## src/hw/rtl/hierarchical_bitmap_id_allocator_assert.svh

```systemverilog
// Assertion macros for the id allocator.
`ifndef HIERARCHICAL_BITMAP_ID_ALLOCATOR_ASSERT_SVH
`define HIERARCHICAL_BITMAP_ID_ALLOCATOR_ASSERT_SVH
`ifndef NO_ASSERTIONS
`define HBIA_ASSERT_NOW(label, clk, rst, ante, cons) \
   label: assert property (@(posedge clk) disable iff (rst) (ante) |-> (cons)) \
      else $error("id allocator: same-cycle check failed");
`define HBIA_ASSERT_NEXT(label, clk, rst, ante, cons) \
   label: assert property (@(posedge clk) disable iff (rst) (ante) |=> (cons)) \
      else $error("id allocator: next-cycle check failed");
`else
`define HBIA_ASSERT_NOW(label, clk, rst, ante, cons)
`define HBIA_ASSERT_NEXT(label, clk, rst, ante, cons)
`endif
`endif

```

## src/hw/rtl/hbia_pkg.sv

```systemverilog
package hbia_pkg;

   localparam int WORD_BITS   = 32;
   localparam int LEAF_WORDS  = 32;
   localparam int MAX_REQUEST = 16;

   localparam int WORD_IDX_W  = $clog2(LEAF_WORDS);
   localparam int BIT_IDX_W   = $clog2(WORD_BITS);
   localparam int ID_W        = 10;
   localparam int LIMIT_W     = 11;
   localparam int CNT_W       = 5;
   localparam int STATUS_W    = 2;
   localparam int REQ_DATA_W  = 16;
   localparam int RSP_DATA_W  = 16;

   localparam logic [LIMIT_W-1:0] LIMIT_RESET = 11'd1024;

   localparam logic OP_ALLOC = 1'b0;
   localparam logic OP_FREE  = 1'b1;

   localparam logic [STATUS_W-1:0] STATUS_OK       = 2'd0;
   localparam logic [STATUS_W-1:0] STATUS_NO_SPACE = 2'd1;
   localparam logic [STATUS_W-1:0] STATUS_NOT_SET  = 2'd2;

   localparam int PUSH_W = 2;
   localparam logic [PUSH_W-1:0] PUSH_NONE     = 2'd0;
   localparam logic [PUSH_W-1:0] PUSH_PEND     = 2'd1;
   localparam logic [PUSH_W-1:0] PUSH_NO_SPACE = 2'd2;
   localparam logic [PUSH_W-1:0] PUSH_FREE     = 2'd3;

   typedef logic [WORD_BITS-1:0] word_type;

   typedef struct packed {
      logic              load;
      logic              read;
      logic              alloc_commit;
      logic              free_commit;
      logic [PUSH_W-1:0] push;
      logic              push_last;
   } cmd_type;

   typedef struct packed {
      logic req_nonempty;
      logic op_free;
      logic alloc_ok;
      logic pend_valid;
      logic last_id;
      logic out_free;
   } sts_type;

   // {full, index of lowest clear bit}
   function automatic logic [BIT_IDX_W:0] first_zero(word_type w);
      logic [BIT_IDX_W:0] r;
      r = {1'b1, {BIT_IDX_W{1'b0}}};
      for (int b = WORD_BITS - 1; b >= 0; b--) begin
         if (!w[b]) begin
            r = {1'b0, BIT_IDX_W'(b)};
         end
      end
      return r;
   endfunction

endpackage

```

## src/hw/rtl/hbia_ctrl.sv

```systemverilog
module hbia_ctrl (
   input  logic             clock,
   input  logic             reset,
   input  logic             req_tvalid,
   output logic             req_tready,
   input  hbia_pkg::sts_type sts,
   output hbia_pkg::cmd_type cmd
);
   import hbia_pkg::*;

   localparam logic [1:0] S_IDLE  = 2'd0;
   localparam logic [1:0] S_READ  = 2'd1;
   localparam logic [1:0] S_EVAL  = 2'd2;
   localparam logic [1:0] S_FLUSH = 2'd3;

   logic [1:0] state_ff, state_in;

   always_ff @(posedge clock) begin
      if (reset) begin
         state_ff <= S_IDLE;
      end else begin
         state_ff <= state_in;
      end
   end

   assign req_tready = (state_ff == S_IDLE);

   always_comb begin
      cmd      = '0;
      state_in = state_ff;
      unique case (state_ff)
         S_IDLE: begin
            if (req_tvalid) begin
               cmd.load = 1'b1;
               state_in = sts.req_nonempty ? S_READ : S_IDLE;
            end
         end
         S_READ: begin
            cmd.read = 1'b1;
            state_in = S_EVAL;
         end
         S_EVAL: begin
            if (sts.out_free) begin
               if (sts.op_free) begin
                  cmd.free_commit = 1'b1;
                  cmd.push        = PUSH_FREE;
                  cmd.push_last   = 1'b1;
                  state_in        = S_IDLE;
               end else if (sts.alloc_ok) begin
                  cmd.alloc_commit = 1'b1;
                  if (sts.pend_valid) begin
                     cmd.push = PUSH_PEND;
                  end
                  state_in = sts.last_id ? S_FLUSH : S_READ;
               end else if (sts.pend_valid) begin
                  cmd.push      = PUSH_PEND;
                  cmd.push_last = 1'b1;
                  state_in      = S_IDLE;
               end else begin
                  cmd.push      = PUSH_NO_SPACE;
                  cmd.push_last = 1'b1;
                  state_in      = S_IDLE;
               end
            end
         end
         S_FLUSH: begin
            if (sts.out_free) begin
               cmd.push      = PUSH_PEND;
               cmd.push_last = 1'b1;
               state_in      = S_IDLE;
            end
         end
         default: begin
            state_in = S_IDLE;
         end
      endcase
   end

endmodule

```

## src/hw/rtl/hbia_dp.sv

```systemverilog
module hbia_dp (
   input  logic                               clock,
   input  logic                               reset,
   input  logic [hbia_pkg::REQ_DATA_W-1:0]    req_tdata,
   input  logic                               req_tuser,
   input  logic                               csr_wen,
   input  logic [hbia_pkg::LIMIT_W-1:0]       csr_wdata,
   input  logic                               rsp_tready,
   output logic                               rsp_tvalid,
   output logic [hbia_pkg::RSP_DATA_W-1:0]    rsp_tdata,
   output logic [hbia_pkg::STATUS_W-1:0]      rsp_tuser,
   output logic                               rsp_tlast,
   input  hbia_pkg::cmd_type                  cmd,
   output hbia_pkg::sts_type                  sts
);
   import hbia_pkg::*;

   logic [ID_W-1:0]       req_fid;
   logic [CNT_W-1:0]      req_cnt, req_cnt_sat;

   logic [LIMIT_W-1:0]    limit_ff;
   logic                  op_ff;
   logic [ID_W-1:0]       fid_ff;
   logic [CNT_W-1:0]      cnt_ff, found_ff;
   word_type              root_ff;
   word_type              leaf_mem [LEAF_WORDS];
   logic [LEAF_WORDS-1:0] leaf_vld_ff;

   logic [WORD_IDX_W-1:0] rd_word_ff, rd_addr;
   word_type              rd_data_ff;
   logic                  rd_vld_ff, rd_root_full_ff;

   logic [ID_W-1:0]       pend_id_ff;
   logic                  pend_vld_ff;
   logic                  out_vld_ff, out_last_ff;
   logic [ID_W-1:0]       out_id_ff;
   logic [STATUS_W-1:0]   out_status_ff;

   logic [BIT_IDX_W:0]    root_fz, leaf_fz;
   word_type              leaf_word, alloc_word, free_word, wr_data;
   logic [ID_W-1:0]       new_id;
   logic [BIT_IDX_W-1:0]  fbit;
   logic                  alloc_ok, free_ok, was_full, alloc_full, wr_en, out_free;

   assign req_fid     = req_tdata[ID_W-1:0];
   assign req_cnt     = req_tdata[ID_W +: CNT_W];
   assign req_cnt_sat = (req_cnt > CNT_W'(MAX_REQUEST)) ? CNT_W'(MAX_REQUEST) : req_cnt;

   assign root_fz = first_zero(root_ff);
   assign rd_addr = (op_ff == OP_FREE) ? fid_ff[ID_W-1 -: WORD_IDX_W]
                                       : WORD_IDX_W'(root_fz[BIT_IDX_W-1:0]);

   assign leaf_word  = rd_vld_ff ? rd_data_ff : '0;
   assign leaf_fz    = first_zero(leaf_word);
   assign new_id     = ID_W'({rd_word_ff, leaf_fz[BIT_IDX_W-1:0]});
   assign alloc_ok   = !rd_root_full_ff && !leaf_fz[BIT_IDX_W]
                       && ({1'b0, new_id} < limit_ff);
   assign alloc_word = leaf_word | (word_type'(1) << leaf_fz[BIT_IDX_W-1:0]);
   assign alloc_full = &alloc_word;

   assign fbit      = fid_ff[BIT_IDX_W-1:0];
   assign free_ok   = leaf_word[fbit];
   assign was_full  = &leaf_word;
   assign free_word = leaf_word & ~(word_type'(1) << fbit);

   assign wr_en   = cmd.alloc_commit || (cmd.free_commit && free_ok);
   assign wr_data = cmd.alloc_commit ? alloc_word : free_word;

   assign out_free = !out_vld_ff || rsp_tready;

   assign sts.req_nonempty = (req_tuser == OP_FREE) || (req_cnt != '0);
   assign sts.op_free      = (op_ff == OP_FREE);
   assign sts.alloc_ok     = alloc_ok;
   assign sts.pend_valid   = pend_vld_ff;
   assign sts.last_id      = (CNT_W'(found_ff + 1'b1) == cnt_ff);
   assign sts.out_free     = out_free;

   always_ff @(posedge clock) begin
      if (wr_en) begin
         leaf_mem[rd_word_ff] <= wr_data;
      end
      if (cmd.read) begin
         rd_data_ff <= leaf_mem[rd_addr];
      end
   end

   always_ff @(posedge clock) begin
      if (cmd.load) begin
         op_ff  <= req_tuser;
         fid_ff <= req_fid;
         cnt_ff <= req_cnt_sat;
      end
      if (cmd.read) begin
         rd_word_ff      <= rd_addr;
         rd_vld_ff       <= leaf_vld_ff[rd_addr];
         rd_root_full_ff <= root_fz[BIT_IDX_W];
      end
      if (cmd.load) begin
         found_ff <= '0;
      end else if (cmd.alloc_commit) begin
         found_ff <= CNT_W'(found_ff + 1'b1);
      end
      if (cmd.alloc_commit) begin
         pend_id_ff <= new_id;
      end
   end

   always_ff @(posedge clock) begin
      if (reset) begin
         limit_ff    <= LIMIT_RESET;
         root_ff     <= '0;
         leaf_vld_ff <= '0;
         pend_vld_ff <= 1'b0;
      end else begin
         if (csr_wen) begin
            limit_ff <= csr_wdata;
         end
         if (wr_en) begin
            leaf_vld_ff[rd_word_ff] <= 1'b1;
         end
         if (cmd.alloc_commit && alloc_full) begin
            root_ff[rd_word_ff] <= 1'b1;
         end else if (cmd.free_commit && free_ok && was_full) begin
            root_ff[rd_word_ff] <= 1'b0;
         end
         if (cmd.load) begin
            pend_vld_ff <= 1'b0;
         end else if (cmd.alloc_commit) begin
            pend_vld_ff <= 1'b1;
         end else if (cmd.push == PUSH_PEND) begin
            pend_vld_ff <= 1'b0;
         end
      end
   end

   always_ff @(posedge clock) begin
      if (reset) begin
         out_vld_ff <= 1'b0;
      end else if (cmd.push != PUSH_NONE) begin
         out_vld_ff <= 1'b1;
      end else if (rsp_tready) begin
         out_vld_ff <= 1'b0;
      end
   end

   always_ff @(posedge clock) begin
      if (cmd.push != PUSH_NONE) begin
         out_last_ff <= cmd.push_last;
      end
      unique case (cmd.push)
         PUSH_PEND: begin
            out_id_ff     <= pend_id_ff;
            out_status_ff <= STATUS_OK;
         end
         PUSH_NO_SPACE: begin
            out_id_ff     <= '0;
            out_status_ff <= STATUS_NO_SPACE;
         end
         PUSH_FREE: begin
            out_id_ff     <= '0;
            out_status_ff <= free_ok ? STATUS_OK : STATUS_NOT_SET;
         end
         default: begin
            out_id_ff     <= out_id_ff;
            out_status_ff <= out_status_ff;
         end
      endcase
   end

   assign rsp_tvalid = out_vld_ff;
   assign rsp_tdata  = {{(RSP_DATA_W-ID_W){1'b0}}, out_id_ff};
   assign rsp_tuser  = out_status_ff;
   assign rsp_tlast  = out_last_ff;

endmodule

```

## src/hw/rtl/hierarchical_bitmap_id_allocator.sv

```systemverilog
// Channel   Direction  Signals                         Carries
// req       in         req_tvalid/tready/tdata/tuser   one allocate or free request
// rsp       out        rsp_tvalid/tready/tdata/tuser   one id or status per result, tlast ends it
// csr       in         csr_wen/csr_wdata               id limit
//
// A free reads its leaf word, then writes it back and issues its result. An allocate reads
// and updates one leaf word per id handed out, then closes its results with tlast; each id costs one
// read and one write of the single-port leaf word memory.
// Reset clears the id limit to 1024 and marks every id free at once (per-word valid bits).
// A stalled result holds the next one back; requests wait until the previous one is done.
`include "hierarchical_bitmap_id_allocator_assert.svh"

module hierarchical_bitmap_id_allocator (
   input  logic                            clock,
   input  logic                            reset,
   input  logic                            req_tvalid,
   output logic                            req_tready,
   input  logic [hbia_pkg::REQ_DATA_W-1:0] req_tdata,  // free_id[9:0], count[14:10], pad
   input  logic                            req_tuser,  // op
   output logic                            rsp_tvalid,
   input  logic                            rsp_tready,
   output logic [hbia_pkg::RSP_DATA_W-1:0] rsp_tdata,  // got_id[9:0], pad
   output logic [hbia_pkg::STATUS_W-1:0]   rsp_tuser,  // status[1:0]
   output logic                            rsp_tlast,
   input  logic                            csr_wen,
   input  logic [hbia_pkg::LIMIT_W-1:0]    csr_wdata
);
   import hbia_pkg::*;

   cmd_type cmd;
   sts_type sts;

   hbia_ctrl u_ctrl (
      .clock      (clock),
      .reset      (reset),
      .req_tvalid (req_tvalid),
      .req_tready (req_tready),
      .sts        (sts),
      .cmd        (cmd)
   );

   hbia_dp u_dp (
      .clock      (clock),
      .reset      (reset),
      .req_tdata  (req_tdata),
      .req_tuser  (req_tuser),
      .csr_wen    (csr_wen),
      .csr_wdata  (csr_wdata),
      .rsp_tready (rsp_tready),
      .rsp_tvalid (rsp_tvalid),
      .rsp_tdata  (rsp_tdata),
      .rsp_tuser  (rsp_tuser),
      .rsp_tlast  (rsp_tlast),
      .cmd        (cmd),
      .sts        (sts)
   );

   `HBIA_ASSERT_NOW(a_push_room, clock, reset, cmd.push != PUSH_NONE, sts.out_free)
   `HBIA_ASSERT_NOW(a_no_stale_pend, clock, reset, req_tvalid && req_tready, !sts.pend_valid)
   `HBIA_ASSERT_NOW(a_err_result, clock, reset, rsp_tvalid && rsp_tuser != STATUS_OK, rsp_tdata == '0 && rsp_tlast)
   `HBIA_ASSERT_NEXT(a_alloc_advance, clock, reset, cmd.alloc_commit, !req_tready)

endmodule

```

## config.mk

```make
export PLATFORM = sky130hd
export DESIGN_NAME = hierarchical_bitmap_id_allocator
export DESIGN_NICKNAME = d
export VERILOG_FILES = /design/src/hw/rtl/hbia_pkg.sv /design/src/hw/rtl/hbia_ctrl.sv /design/src/hw/rtl/hbia_dp.sv /design/src/hw/rtl/hierarchical_bitmap_id_allocator.sv
export VERILOG_INCLUDE_DIRS = /design/src /design/src/hw/rtl
export SDC_FILE = /design/constraint.sdc
export NUM_CORES = 2
export LEC_CHECK = 0
export ABC_CLOCK_PERIOD_IN_PS = 10620
export BUFFER_PORTS_ARGS = -buffer_cell sky130_fd_sc_hd__buf_2
export CAP_MARGIN = 20
export CORE_MARGIN = 2
export CORE_UTILIZATION = 55
export CTS_CLUSTER_SIZE = 28
export DETAILED_ROUTE_END_ITERATION = 8
export MAX_ROUTING_LAYER = met4
export PLACE_DENSITY = 0.83
export SLEW_MARGIN = 20
export SYNTH_ARGS = -nofsm -noshare
export SYNTH_HDL_FRONTEND = slang
export SYNTH_HIERARCHICAL = 1
export SYNTH_SLANG_ARGS = --single-unit
```

## constraint.sdc

```tcl
create_clock -name clock -period 10.62 [get_ports clock]
set_clock_uncertainty 0.2 [all_clocks]
set_input_delay 2.124 -clock clock [delete_from_list [all_inputs] [get_ports clock]]
set_output_delay 2.124 -clock clock [all_outputs]
set_load 0.005 [all_outputs]
```

==> out/results.md <==
| Item | This run | Unit |
|---|---|---|
| Leakage power | 18.4 | nW |
| Num rows | 110 | - |
| Leading cell type by number of instances after synthesis | sky130_fd_sc_hd__edfxtp_1 | - |
| Slowest stage cell on the critical path | sky130_fd_sc_hd__nor4_1 | - |
| Number of port buffers | 46 | - |
| Category of the most critical setup path | register to register | - |
| Dominant cells by area after synthesis | sky130_fd_sc_hd__edfxtp_1 66%, sky130_fd_sc_hd__a211oi_1 5.0%, sky130_fd_sc_hd__and3_1 4.3% | - |
| Highest net fanout along the worst path | 49 | - |
| Die boundary width | 305 | µm |
| H-tree depth | 3 | - |
| Slew margin rel. | 0.232 | - |
| Post-detail-place hpwl | 74200 | µm |
| R2R Path Start | u_dp/rd_vld_ff | - |
| Detailed-router iteration count before antenna repair | 6 | - |
| Primary FF master, synth | sky130_fd_sc_hd__edfxtp_1 | - |
| Dpl ws | 3.01 | ns |
| Via total after detailed routing | 34267 | - |
| Startpoint types | register | - |
| Gp weighted congestion | 1.05 | - |
| Clock input transition at the sequential cells of the worst setup and hold paths | 0.06 | ns |
| Setup TNS after final layout | 0 | ns |
| Final WL | 136000 | µm |
| Clock buffer count from CTS | 112 | - |
| Max clock buf depth | 3 | - |
| Peak supply drop | 0.130 | mV |
| Fillcell total | 6342 | - |
| Post-detailed-route wirelength per cell | 27.2 | µm |
| Die area | 93000 | µm² |
| Cell area after synthesis | 49800 | µm² |
| Area grow syn2layout | 10.5 | % |
| DRC violation total after the first TritonRoute iteration | 4750 | - |
| Post-DP Area | 51300 | µm² |
| Number of endpoints with negative hold slack in the final report | 0 | - |
| Boundary pin count | 54 | - |
| Clk Latency, worst-skew pair | 0.71 | ns |
| Number of synthesized flops with an enable pin | 1102 | - |
| Largest stage delay, worst path | 0.77 | ns |
| Congestion Overflow GR | 0 | - |
| Post-layout util | 0.613 | - |
| Wire length of the first global-routing pass | 202000 | µm |
| Number of synthesis warnings | 6 | - |
| Mean number of vias per cell | 6.84 | - |
| Gate Count Post-Synth | 3795 | - |
| Launch point of the worst path | u_dp/rd_vld_ff | - |
| Register bit count reported by yosys | 1186 | - |
| Die outline height | 305 | µm |
| Result of the run | completed | - |
| Average instance area after synthesis | 13.1 | µm² |
| Max Freq | 126 | MHz |
| All-layer global routing usage | 0.295 | - |
| Final net count | 3776 | - |
| Worst hold path class | register to register | - |
| Max_cap viols | 0 | - |
| RSZ-0062 raised after global routing | no | - |
| TritonCTS clock tree | yes | - |
| Pins Over Slew Limit | 0 | - |
| List of most frequent post-synthesis cells | 1102 x sky130_fd_sc_hd__edfxtp_1, 515 x sky130_fd_sc_hd__nand2_1, 340 x sky130_fd_sc_hd__and3_1 | - |
| Clock period minus final worst setup slack | 7.92 | ns |
| Root Buffer Master | sky130_fd_sc_hd__clkbuf_16 | - |
| Final cycle utilization of the critical path | 0.746 | - |
| Post-route antenna net violation count | 0 | - |
| Core outline area | 89900 | µm² |
| Launch instance of the worst min-delay path | u_dp/leaf_vld_ff[12] | - |
| Final setup violation count | 0 | - |
| Crit path cell chain | buf_4 -> nand3_1 -> nor4_1 -> and3_1 -> ha_1 -> a21o_1 -> a21o_1 -> a21oi_1 -> nor2b_1 -> o21ai_0 -> nand2b_1 -> a21oi_1 -> nor2_1 -> a2111oi_0 -> nor3b_2 -> nand3_1 -> inv_1 -> buf_4 -> and3_1 -> a41oi_1 -> nor4_2 -> nand4_4 -> o31ai_1 | - |
| Sequential fraction of the synthesis area | 0.698 | - |
| Async SR Flop Fraction | 0 | - |
| Cell area after layout | 55100 | µm² |
| Capturing element type of the critical path | register | - |
| Largest net degree at the start of global routing | 209 | - |
| CTS Hold Buffers Added | 0 | - |
| DRC violation count after routing | 0 | - |
| Required arrival time at the worst endpoint | 11.00 | ns |
| Share of post-route cells with drive strength above 1 | 0.106 | - |
| Via count of the first global-routing pass | 32764 | - |
| Signal arrival time at the worst endpoint | 8.30 | ns |
| Number of distinct library cells after synthesis | 75 | - |
| Effective utilization at floorplan | 0.554 | - |
| Transition at the pin with the smallest max-transition slack | 1.15 | ns |
| Yosys top cell area share | 0.665 | - |
| Worst hold-check slack | 0.256 | ns |
| Cell taking the most area after synthesis | sky130_fd_sc_hd__edfxtp_1 | - |
| Sink count of the clock tree | 1186 | - |
| Post-CTS setup repair buffer count | 0 | - |
| Post-cts gate resize count | 0 | - |
| Power per Cell Area | 181 | nW/µm² |
| Number of antenna violations at the first check in global routing | 4 | - |
| Setup ws final | 2.70 | ns |
==> critical path, delay by kind of cell, from the launching register on <==
kind | cells | cell delay, ns
AND/OR/NAND/NOR | 11 | 3.55
buffers and inverters | 3 | 1.09
adder cells (fa/ha/maj) | 1 | 0.29
AO/OA/AOI/OAI | 8 | 2.08
flip-flops | 1 | 0.49
==> layer usage <==
metal,global-route usage,vias up,share of wire
met1,0.382,16738,0.37
met4,0.137,0,0.049
met2,0.454,2394,0.47
met5,-,-,0
li1,-,14688,-
met3,0.0578,447,0.12
==> where the power goes <==
part / total [mW] / switching [mW] / internal (mW)
registers: 5.21 / 0.0442 / 5.16
clock network: 3.97 / 1.73 / 2.24
logic: 0.759 / 0.550 / 0.209
total: 9.94 / 2.32 / 7.62
==> logic make-up after synthesis <==
logic type / count (synthesis) / share of synthesized area
other cells: 1 / 0.0000753
buf+inv: 348 / 0.0282
mux: 22 / 0.00668
flops: 1186 / 0.698
xor+xnor: 11 / 0.00193
fa+ha+maj: 11 / 0.00271
compound gates: 910 / 0.132
simple gates: 1306 / 0.130
==> registers in the layout, summed over array words and instances, names as in the netlist, 5 cells and up, named ones only <==
register,cells
u_dp/rd_word_ff,5
u_dp/pend_id_ff,10
u_dp/fid_ff,10
u_dp/leaf_mem,1024
u_dp/rd_data_ff,32
u_dp/out_id_ff,10
u_dp/leaf_vld_ff,32
u_dp/found_ff,5
u_dp/limit_ff,11
u_dp/cnt_ff,5
==> cells in the final DEF (no fill, tap or decap), types with 46 or more instances in the layout <==
cell type | netlist | final
sky130_fd_sc_hd__edfxtp_1 | 1102 | 1102
sky130_fd_sc_hd__nand2_1 | 515 | 513
sky130_fd_sc_hd__and3_1 | 340 | 340
sky130_fd_sc_hd__a211oi_1 | 333 | 333
sky130_fd_sc_hd__nand3_1 | 169 | 169
sky130_fd_sc_hd__o31ai_1 | 147 | 147
sky130_fd_sc_hd__clkbuf_16 | 0 | 113
sky130_fd_sc_hd__a21oi_1 | 118 | 104
sky130_fd_sc_hd__buf_4 | 11 | 88
sky130_fd_sc_hd__dfxtp_1 | 84 | 84
sky130_fd_sc_hd__a31oi_1 | 74 | 74
sky130_fd_sc_hd__nor2_1 | 102 | 68
sky130_fd_sc_hd__buf_2 | 21 | 46
==> metrics by stage <==
| step | instances | total power [mW] |
|---|---|---|
| floorplan | 3800 | 5.77 |
| finish | 5008 | 9.94 |
| global route | 5007 | 10.2 |
| global placement | 4795 | 6.01 |
| CTS | 5003 | 9.94 |
| detailed placement | 4795 | 6.03 |
==> path summary, 6_finish.rpt <==
kind	end	slack, ns	depth (start not counted)
worst max-delay path	register	2.70	23
worst min-delay path	u_dp/leaf_vld_ff[12]	0.26	1
worst max register to register	register	2.70	23
worst min register to register	u_dp/leaf_vld_ff[12]	0.26	1
==> final cells by class <==
| type | count | area, µm² | area share |
|---|---|---|---|
| inverters | 31 | 131 | 0.00239 |
| diodes | 5 | 12.5 | 0.000227 |
| repair buffers | 136 | 931 | 0.0169 |
| flip-flops and latches | 1186 | 34800 | 0.632 |
| multi-input cells | 2266 | 14100 | 0.256 |
| clock buffers | 138 | 2940 | 0.0534 |
| clock inverters | 70 | 717 | 0.0130 |
| well taps | 1176 | 1470 | 0.0267 |
Note: power is estimated with default switching activity, not from simulation.
